$ cat config.mk
export PLATFORM = sky130hd
export DESIGN_NAME = multitouch_contact_tracker
export DESIGN_NICKNAME = d
export VERILOG_FILES = /design/src/hdl/mct_pkg.sv /design/src/hdl/mct_ctrl.sv /design/src/hdl/mct_datapath.sv /design/src/hdl/multitouch_contact_tracker.sv
export SDC_FILE = /design/constraint.sdc
export NUM_CORES = 1
export LEC_CHECK = 0
export BUFFER_PORTS_ARGS = -buffer_cell sky130_fd_sc_hd__clkbuf_2
export CAP_MARGIN = 20
export CORE_MARGIN = 2
export CORE_UTILIZATION = 60
export DETAILED_ROUTE_END_ITERATION = 8
export PLACE_DENSITY = 0.85
export SLEW_MARGIN = 40
export SYNTH_ARGS = -nofsm -noshare
export SYNTH_HDL_FRONTEND = slang
export SYNTH_SLANG_ARGS = --single-unit
$ cat constraint.sdc
create_clock -name clk -period 6.7 [get_ports clk]
set_input_delay 1.34 -clock clk [delete_from_list [all_inputs] [get_ports clk]]
set_output_delay 1.34 -clock clk [all_outputs]
set_load 0.02 [all_outputs]
$ cat src/hdl/mct_pkg.sv
// ----------------------------------------------------------------------------
// mct_pkg
// Shared types and constants for the multitouch contact tracker: controller
// states, event codes and the command/status bundles between the controller
// and the datapath.
// ----------------------------------------------------------------------------
package mct_pkg;

    // item kinds on the input channel
    localparam logic OP_HEADER = 1'b0;
    localparam logic OP_POINT  = 1'b1;

    // header count that means "no new data"
    localparam logic [7:0] NO_DATA_COUNT = 8'd99;

    // raw event codes in a point record
    localparam logic [1:0] EV_DOWN    = 2'd0;
    localparam logic [1:0] EV_CONTACT = 2'd2;

    // result event kinds
    localparam logic [1:0] KIND_DOWN = 2'd0;
    localparam logic [1:0] KIND_MOVE = 2'd1;
    localparam logic [1:0] KIND_UP   = 2'd2;

    typedef enum logic [1:0] {
        ST_IDLE,
        ST_DECODE,
        ST_EMIT,
        ST_RELEASE
    } mct_state_t;

    // controller to datapath
    typedef struct packed {
        logic capture;       // latch the input item
        logic exec;          // decode the latched item and update tracking state
        logic emit_point;    // load the pending down/move result into the output
        logic emit_release;  // load the next finger-up result into the output
    } mct_cmd_t;

    // datapath to controller
    typedef struct packed {
        logic emit_pending;  // decoded item produces a down/move result
        logic go_release;    // decoded item ends a frame with ids to release
        logic gone_any;      // release set not empty
        logic gone_last;     // current release is the final one
        logic out_free;      // output register can take a result this cycle
    } mct_status_t;

endpackage

$ cat src/hdl/mct_ctrl.sv
// ----------------------------------------------------------------------------
// mct_ctrl
// Controller state machine: sequences capture, decode, point result and the
// finger-up burst of the tracker datapath.
// ----------------------------------------------------------------------------
module mct_ctrl
    import mct_pkg::*;
(
    input  logic        clk,
    input  logic        rst_n,
    input  logic        in_valid,
    output logic        in_stall,
    input  mct_status_t status,
    output mct_cmd_t    cmd
);

    mct_state_t state_reg;
    mct_state_t state_next;

    always_ff @(posedge clk or negedge rst_n)
    begin
        if (!rst_n)
        begin
            state_reg <= ST_IDLE;
        end
        else
        begin
            state_reg <= state_next;
        end
    end

    // next state
    always_comb
    begin
        state_next = state_reg;
        unique case (state_reg)
            ST_IDLE:
            begin
                if (in_valid)
                begin
                    state_next = ST_DECODE;
                end
            end
            ST_DECODE:
            begin
                priority if (status.emit_pending)
                begin
                    state_next = ST_EMIT;
                end
                else if (status.go_release)
                begin
                    state_next = ST_RELEASE;
                end
                else
                begin
                    state_next = ST_IDLE;
                end
            end
            ST_EMIT:
            begin
                if (status.out_free)
                begin
                    state_next = status.gone_any ? ST_RELEASE : ST_IDLE;
                end
            end
            ST_RELEASE:
            begin
                if (status.out_free && status.gone_last)
                begin
                    state_next = ST_IDLE;
                end
            end
            default:
            begin
                state_next = ST_IDLE;
            end
        endcase
    end

    // outputs
    always_comb
    begin
        cmd      = '0;
        in_stall = 1'b1;
        unique case (state_reg)
            ST_IDLE:
            begin
                in_stall    = 1'b0;
                cmd.capture = in_valid;
            end
            ST_DECODE:
            begin
                cmd.exec = 1'b1;
            end
            ST_EMIT:
            begin
                cmd.emit_point = status.out_free;
            end
            ST_RELEASE:
            begin
                cmd.emit_release = status.out_free;
            end
            default:
            begin
                in_stall = 1'b1;
            end
        endcase
    end

endmodule

$ cat src/hdl/mct_datapath.sv
// ----------------------------------------------------------------------------
// mct_datapath
// Tracker datapath: input latch, point decode, known/seen masks, per-id last
// position file, frame counters, release scan and the output register.
// ----------------------------------------------------------------------------
module mct_datapath
    import mct_pkg::*;
#(
    parameter int MAX_POINTS = 10
)
(
    input  logic        clk,
    input  logic        rst_n,
    input  mct_cmd_t    cmd,
    output mct_status_t status,
    input  logic        operation,
    input  logic [7:0]  point_count,
    input  logic [7:0]  x_high,
    input  logic [7:0]  x_low,
    input  logic [7:0]  y_high,
    input  logic [7:0]  y_low,
    output logic        out_valid,
    input  logic        out_stall,
    output logic [1:0]  event_kind,
    output logic [3:0]  touch_id,
    output logic [11:0] pos_x,
    output logic [11:0] pos_y,
    output logic        last
);

    localparam int MW  = MAX_POINTS;
    localparam int IDW = (MAX_POINTS > 1) ? $clog2(MAX_POINTS) : 1;
    localparam int CW  = $clog2(MAX_POINTS + 1);

    // latched input item
    logic       op_reg;
    logic [7:0] cnt_reg;
    logic [7:0] xh_reg;
    logic [7:0] xl_reg;
    logic [7:0] yh_reg;
    logic [7:0] yl_reg;

    // tracking state
    logic [MW-1:0] known_reg;
    logic [MW-1:0] seen_reg;
    logic [MW-1:0] gone_reg;
    logic [CW-1:0] expected_reg;
    logic [CW-1:0] taken_reg;
    logic          open_reg;
    logic [11:0]   last_x_reg [MAX_POINTS];
    logic [11:0]   last_y_reg [MAX_POINTS];

    // pending down/move result
    logic [1:0]  pend_kind_reg;
    logic [3:0]  pend_id_reg;
    logic [11:0] pend_x_reg;
    logic [11:0] pend_y_reg;
    logic        pend_last_reg;

    // output register
    logic        out_valid_reg;
    logic [1:0]  out_kind_reg;
    logic [3:0]  out_id_reg;
    logic [11:0] out_x_reg;
    logic [11:0] out_y_reg;
    logic        out_last_reg;

    // decode
    logic [11:0]   x_dec;
    logic [11:0]   y_dec;
    logic [3:0]    id_dec;
    logic [1:0]    ev_dec;
    logic          id_ok;
    logic [IDW-1:0] id_idx;
    logic [MW-1:0] id_bit;
    logic          is_known;
    logic          pos_diff;
    logic          act;
    logic          is_point;
    logic          is_header;
    logic          do_emit;
    logic [MW-1:0] seen_upd;
    logic [CW-1:0] taken_inc;
    logic          frame_end;
    logic          release_cond;
    logic [MW-1:0] gone_calc;
    logic          do_release;
    logic [CW-1:0] count_sat;

    // release scan
    logic [IDW-1:0] low_idx;
    logic [MW-1:0]  rel_rest;
    logic           out_free;

    always_comb
    begin
        x_dec     = {xh_reg[3:0], xl_reg};
        y_dec     = {yh_reg[3:0], yl_reg};
        id_dec    = yh_reg[7:4];
        ev_dec    = xh_reg[7:6];
        id_ok     = ({1'b0, id_dec} < 5'(MAX_POINTS));
        id_idx    = id_dec[IDW-1:0];
        id_bit    = id_ok ? (MW'(1) << id_idx) : '0;
        is_known  = |(known_reg & id_bit);
        pos_diff  = id_ok && ((x_dec != last_x_reg[id_idx]) ||
                              (y_dec != last_y_reg[id_idx]));
        act       = (ev_dec == EV_DOWN) || (ev_dec == EV_CONTACT);
        is_point  = (op_reg == OP_POINT) && open_reg;
        is_header = (op_reg == OP_HEADER);
        do_emit   = is_point && id_ok && act && (!is_known || pos_diff);
        seen_upd  = seen_reg | id_bit;
        taken_inc = taken_reg + CW'(1);
        frame_end = is_point && (taken_inc >= expected_reg);
        release_cond = (is_header && (cnt_reg == 8'd0)) || frame_end;
        gone_calc = is_header ? known_reg : (known_reg & ~seen_upd);
        do_release = release_cond && (gone_calc != '0);
        count_sat = (cnt_reg > 8'(MAX_POINTS)) ? CW'(MAX_POINTS) : CW'(cnt_reg);
    end

    // lowest id still to release
    always_comb
    begin
        low_idx = '0;
        for (int i = MAX_POINTS - 1; i >= 0; i--)
        begin
            if (gone_reg[i])
            begin
                low_idx = IDW'(i);
            end
        end
        rel_rest = gone_reg & ~(MW'(1) << low_idx);
    end

    assign out_free = !out_valid_reg || !out_stall;

    assign status.emit_pending = do_emit;
    assign status.go_release   = do_release;
    assign status.gone_any     = (gone_reg != '0);
    assign status.gone_last    = (rel_rest == '0);
    assign status.out_free     = out_free;

    // input latch
    always_ff @(posedge clk)
    begin
        if (cmd.capture)
        begin
            op_reg  <= operation;
            cnt_reg <= point_count;
            xh_reg  <= x_high;
            xl_reg  <= x_low;
            yh_reg  <= y_high;
            yl_reg  <= y_low;
        end
    end

    // tracking state
    always_ff @(posedge clk or negedge rst_n)
    begin
        if (!rst_n)
        begin
            known_reg    <= '0;
            seen_reg     <= '0;
            gone_reg     <= '0;
            expected_reg <= '0;
            taken_reg    <= '0;
            open_reg     <= 1'b0;
        end
        else if (cmd.exec)
        begin
            gone_reg <= release_cond ? gone_calc : '0;
            if (is_header)
            begin
                seen_reg  <= '0;
                taken_reg <= '0;
                if (cnt_reg == 8'd0)
                begin
                    known_reg    <= '0;
                    open_reg     <= 1'b0;
                    expected_reg <= '0;
                end
                else if (cnt_reg != NO_DATA_COUNT)
                begin
                    expected_reg <= count_sat;
                    open_reg     <= 1'b1;
                end
                else
                begin
                    open_reg     <= 1'b0;
                    expected_reg <= '0;
                end
            end
            else if (is_point)
            begin
                if (frame_end)
                begin
                    known_reg    <= seen_upd;
                    seen_reg     <= '0;
                    open_reg     <= 1'b0;
                    expected_reg <= '0;
                    taken_reg    <= '0;
                end
                else
                begin
                    seen_reg  <= seen_upd;
                    taken_reg <= taken_inc;
                end
            end
        end
        else if (cmd.emit_release)
        begin
            gone_reg <= rel_rest;
        end
    end

    // last position file and pending result
    always_ff @(posedge clk)
    begin
        if (cmd.exec && do_emit)
        begin
            last_x_reg[id_idx] <= x_dec;
            last_y_reg[id_idx] <= y_dec;
            pend_kind_reg      <= is_known ? KIND_MOVE : KIND_DOWN;
            pend_id_reg        <= id_dec;
            pend_x_reg         <= x_dec;
            pend_y_reg         <= y_dec;
            pend_last_reg      <= !do_release;
        end
    end

    // output register
    always_ff @(posedge clk or negedge rst_n)
    begin
        if (!rst_n)
        begin
            out_valid_reg <= 1'b0;
        end
        else if (cmd.emit_point || cmd.emit_release)
        begin
            out_valid_reg <= 1'b1;
        end
        else if (!out_stall)
        begin
            out_valid_reg <= 1'b0;
        end
    end

    always_ff @(posedge clk)
    begin
        if (cmd.emit_point)
        begin
            out_kind_reg <= pend_kind_reg;
            out_id_reg   <= pend_id_reg;
            out_x_reg    <= pend_x_reg;
            out_y_reg    <= pend_y_reg;
            out_last_reg <= pend_last_reg;
        end
        else if (cmd.emit_release)
        begin
            out_kind_reg <= KIND_UP;
            out_id_reg   <= 4'(low_idx);
            out_x_reg    <= '0;
            out_y_reg    <= '0;
            out_last_reg <= (rel_rest == '0);
        end
    end

    assign out_valid  = out_valid_reg;
    assign event_kind = out_kind_reg;
    assign touch_id   = out_id_reg;
    assign pos_x      = out_x_reg;
    assign pos_y      = out_y_reg;
    assign last       = out_last_reg;

endmodule

$ cat src/hdl/multitouch_contact_tracker.sv
// ----------------------------------------------------------------------------
// multitouch_contact_tracker
// Turns touch-controller report frames into finger-down, finger-move and
// finger-up events.
// ----------------------------------------------------------------------------
// The block takes one item per transfer: a header (operation 0) that opens a
// frame of point_count point records, or a point record (operation 1) of four
// raw bytes. Down or contact on an id that was not known when the frame opened
// gives finger-down; on a known id at a new position it gives finger-move.
// When the frame's last point arrives, or at a header with count 0, every
// known id that the frame did not mention is released with finger-up, lowest
// id first; last marks the final result of the item. A count of 99 drops the
// frame, counts above MAX_POINTS saturate, ids at or above MAX_POINTS are
// ignored, and points with no open frame are ignored. Items are handled one at
// a time by a small sequencer: each item is transferred and then decoded, a
// point with an event then loads its result, and a frame end then loads one
// finger-up per released id; every result also waits for the output register
// to be free, so stall on the result channel holds the sequencer back.
// ----------------------------------------------------------------------------
module multitouch_contact_tracker
    import mct_pkg::*;
#(
    parameter int MAX_POINTS = 10
)
(
    input  logic        clk,
    input  logic        rst_n,
    // item channel
    input  logic        in_valid,
    output logic        in_stall,
    input  logic        operation,
    input  logic [7:0]  point_count,
    input  logic [7:0]  x_high,
    input  logic [7:0]  x_low,
    input  logic [7:0]  y_high,
    input  logic [7:0]  y_low,
    // result channel
    output logic        out_valid,
    input  logic        out_stall,
    output logic [1:0]  event_kind,
    output logic [3:0]  touch_id,
    output logic [11:0] pos_x,
    output logic [11:0] pos_y,
    output logic        last
);

    // command and status between sequencer and datapath
    mct_cmd_t    cmd;
    mct_status_t status;

    // sequencer: idle, decode, point result, release burst
    mct_ctrl u_ctrl (
        .clk      (clk),
        .rst_n    (rst_n),
        .in_valid (in_valid),
        .in_stall (in_stall),
        .status   (status),
        .cmd      (cmd)
    );

    // masks, position file, frame counters and the output register
    mct_datapath #(
        .MAX_POINTS (MAX_POINTS)
    ) u_datapath (
        .clk         (clk),
        .rst_n       (rst_n),
        .cmd         (cmd),
        .status      (status),
        .operation   (operation),
        .point_count (point_count),
        .x_high      (x_high),
        .x_low       (x_low),
        .y_high      (y_high),
        .y_low       (y_low),
        .out_valid   (out_valid),
        .out_stall   (out_stall),
        .event_kind  (event_kind),
        .touch_id    (touch_id),
        .pos_x       (pos_x),
        .pos_y       (pos_y),
        .last        (last)
    );

endmodule

==> results.py <==
metrics = {
    "synthesis": {
        "async_flop_share_pct": 10.9,
        "synth_edf_count": 339,
        "synth_ff_type": "edfxtp_1",
        "avgSynthCellArea_um2": 16.7,
        "yosysTopAreaCellShare_pct": 66.1,
        "synth_area_leaders": "edfxtp_1 (66%), dfrtp_1 (6.8%), mux2i_1 (4.6%)",
        "ys_seq_area_share_pct": 73.5,
        "synth_cell_types": 63,
        "synth_nets": 970,
        "ys_seq_elements": 385,
        "synthCells": 920,
        "yosys.area.top_type": "edfxtp_1",
        "ys_warn_count": 0,
        "synth_area_um2": 15400,
    },
    "layout": {
        "fill_cells": 1587,
        "drive_gt1_share_pct": 19.9,
        "syn2layout_area_growth_pct": 12.7,
        "final_common_cell": "edfxtp_1",
        "final_area_um2": 17400,
        "fin_nets": 1065,
        "final_cell_mix": "edfxtp_1 (339), clkbuf_2 (73), mux2i_1 (70)",
        "diodes": 0,
    },
    "sta": {
        "rsz0062_at_grt": "no",
        "max_slew.worst_pin.slew_ns": 0.827,
        "slew_violations": 0,
        "hold_violations": 0,
        "fmax_ghz": 0.199,
        "slew_headroom_pct": 44.3,
        "timing.final.crit_share_pct": 75.2,
        "skew_ns": 0.0261,
        "setup_violations": 0,
        "tns_ns": 0,
        "fin_crit_ns": 5.04,
    },
    "power": {
        "p_int_w": 0.00450,
        "power.switching_w": 0.00178,
        "power_density_nw_per_um2": 361,
        "p_leak_nw": 6.20,
        "p_clk_share_pct": 32.1,
        "power.total_w": 0.00627,
        "pwr-share-seq_pct": 50.3,
        "p_comb_share_pct": 17.6,
        "switching_share_pct": 28.3,
        "ir_worst_vdd_v": 0.000217,
    },
    "worst_setup_path": {
        "rr_endpoint": "u_datapath.last_y_reg[0][7]$_DFFE_PP_",
        "path_max_fanout": 34,
        "slowest_delay_ns": 0.69,
        "cp.arrival_ns": 5.28,
        "reg2reg_depth": 11,
        "required_ns": 6.94,
        "cp-end-kind": "register",
        "regToRegSetupSlack_ns": 1.66,
        "cp_cell_sequence": "buf_4, mux2i_1, a22o_1, o21a_1, nor4b_1, nor4b_1, a32oi_1, o21ai_4, inv_4, and2_1, buf_4",
        "cp-start-kind": "register",
        "crit_type": "reg -> reg",
        "cpMaxStageDelayCell": "dfxtp_4",
    },
    "global_routing": {
        "grt_busiest_layer": "met2",
        "antenna_found_initial": 0,
        "grt-ovfl-total": 0,
        "grt_pass1_wl_mm": 47.7,
        "grt_use_total_pct": 23.8,
        "use_met2_pct": 39.4,
        "use_met3_pct": 4.95,
        "grt_start_max_net_pins": 43,
        "grt_use_met1_pct": 31.5,
        "grt_pass1_vias": 8580,
    },
    "clock_tree": {
        "cts_hold_buf": 0,
        "cts_buffer_depth": 3,
        "clkSlewWorstSetupHoldPaths_ns": 0.05,
        "cts_root_buf": "clkbuf_16",
        "clk_latency_ns": 0.54,
        "postCtsSetupRepairBufs": 0,
        "ctsResizeCount": 0,
        "h-tree-depth": 2,
        "cts_buffers": 38,
        "cts_tree": "yes",
        "cts.sinks": 385,
    },
    "drt": {
        "wirelength_mm": 31.1,
        "avgViaCountPerCell": 6.10,
        "num_vias": 8375,
        "drc": 0,
        "drt_iter0_markers": 920,
        "ant_nets": 0,
        "wl_per_cell_um": 22.6,
        "firstDrtPassIters": 5,
    },
    "status": {
        "status": "finished clean",
    },
    "place": {
        "gp_congestion": 0.886,
        "dpl-instance-area_um2": 16200,
        "port_buffers": 74,
        "dp_hpwl_mm": 18.4,
    },
    "hold_path": {
        "holdCritStartpoint": "u_datapath.seen_reg[4]$_DFFE_PN0P_",
        "hold_depth": 2,
        "holdCritPathClass": "reg -> reg",
        "hold_end": "u_datapath.seen_reg[4]$_DFFE_PN0P_",
    },
    "floorplanning": {
        "die_area_um2": 27000,
        "initial_utilization_pct": 61.1,
        "die_h_um": 164,
        "core_area_um2": 25200,
        "pin_count": 78,
        "num_rows": 58,
        "fp.dieW_um": 164,
    },
    "run": {
        "maxCapViolCount": 0,
    },
}
[logic make-up (layout without fill, tap and decap cells)]
| family | Yosys count | in the layout | synth area share [%] |
|---|---|---|---|
| flip-flops | 385 | 385 | 73.5 |
| XOR/XNOR | 37 | 37 | 2.10 |
| AO/OA/AOI/OAI | 143 | 143 | 6.34 |
| adder cells (fa/ha/maj) | 6 | 6 | 0.471 |
| multiplexers | 110 | 110 | 9.52 |
| buffers and inverters | 54 | 178 | 1.88 |
| AND/OR/NAND/NOR | 185 | 185 | 6.22 |
[how the worst max path moves through the flow]
stage	startpoint	end	depth (start not counted)
2_1_floorplan	register	u_datapath.last_x_reg[1][0]$_DFFE_PP_	9
3_3_place_gp	register	u_datapath.last_y_reg[6][0]$_DFFE_PP_	9
3_5_place_dp	register	u_datapath.last_y_reg[0][7]$_DFFE_PP_	11
4_1_cts	register	u_datapath.last_y_reg[0][9]$_DFFE_PP_	11
5_1_grt	register	u_datapath.last_x_reg[0][11]$_DFFE_PP_	11
6_report	register	u_datapath.last_y_reg[0][7]$_DFFE_PP_	11
[synthesized netlist by cell type, drive strengths merged, types with 15 or more instances]
master / number
mux2i: 70
a22oi: 16
xnor2: 15
buf: 19
nand2: 38
nor3: 16
nor2: 37
and2: 33
a21oi: 27
xor2: 22
edfxtp: 339
mux4: 28
inv: 16
clkbuf: 18
dfrtp: 42
o21ai: 33
[power groups by stage]
stage | Sequential [W] | Combinational (W) | Clock, W
2_1_floorplan | 0.00308 | 0.000884 | 0
3_3_place_gp | 0.00318 | 0.00105 | 0
3_5_place_dp | 0.00320 | 0.00109 | 0
4_1_cts | 0.00316 | 0.00110 | 0.00204
5_1_grt | 0.00319 | 0.00120 | 0.00213
6_report | 0.00316 | 0.00110 | 0.00201
[layout make-up]
cell class / count / area [um^2] / area share [%]
Inverter: 17 / 66.3 / 0.382
Clock inverter: 21 / 166 / 0.959
Tap cell: 330 / 413 / 2.38
Sequential cell: 385 / 11300 / 65.2
Multi-Input combinational cell: 481 / 3870 / 22.3
Timing Repair Buffer: 92 / 508 / 2.93
Clock buffer: 48 / 1010 / 5.81
[worst max-delay path, delay by kind of cell, from the launching register on]
| kind | cells | cell delay (ns) |
|---|---|---|
| DFF | 1 | 0.69 |
| AOI/OAI and AO/OA | 4 | 1.44 |
| and+or+nand+nor | 3 | 1.23 |
| buffers and inverters | 3 | 1.19 |
| muxes | 1 | 0.16 |
[stage by stage]
stage | setup WS (ns) | instances | hold WS [ns] | utilization, %
4_1_cts | 1.60 | 1374 | 0.491 | 68.9
3_5_place_dp | 1.73 | 1305 | 0.477 | 64.2
5_1_grt | 1.35 | 1374 | 0.516 | 68.9
2_1_floorplan | 2.50 | 920 | 0.421 | -
6_report | 1.66 | 1374 | 0.487 | 68.9
3_3_place_gp | 1.87 | 1305 | 0.470 | 64.1
[metal layers]
metal,routed length [um],part of all wire (%),up-vias
li1,-,-,3774
met4,958,3.1,0
met1,11900,38,4132
met2,15700,50,404
met5,0,0,-
met3,2510,8.1,65
No activity file was read; power rests on OpenSTA's default activity.
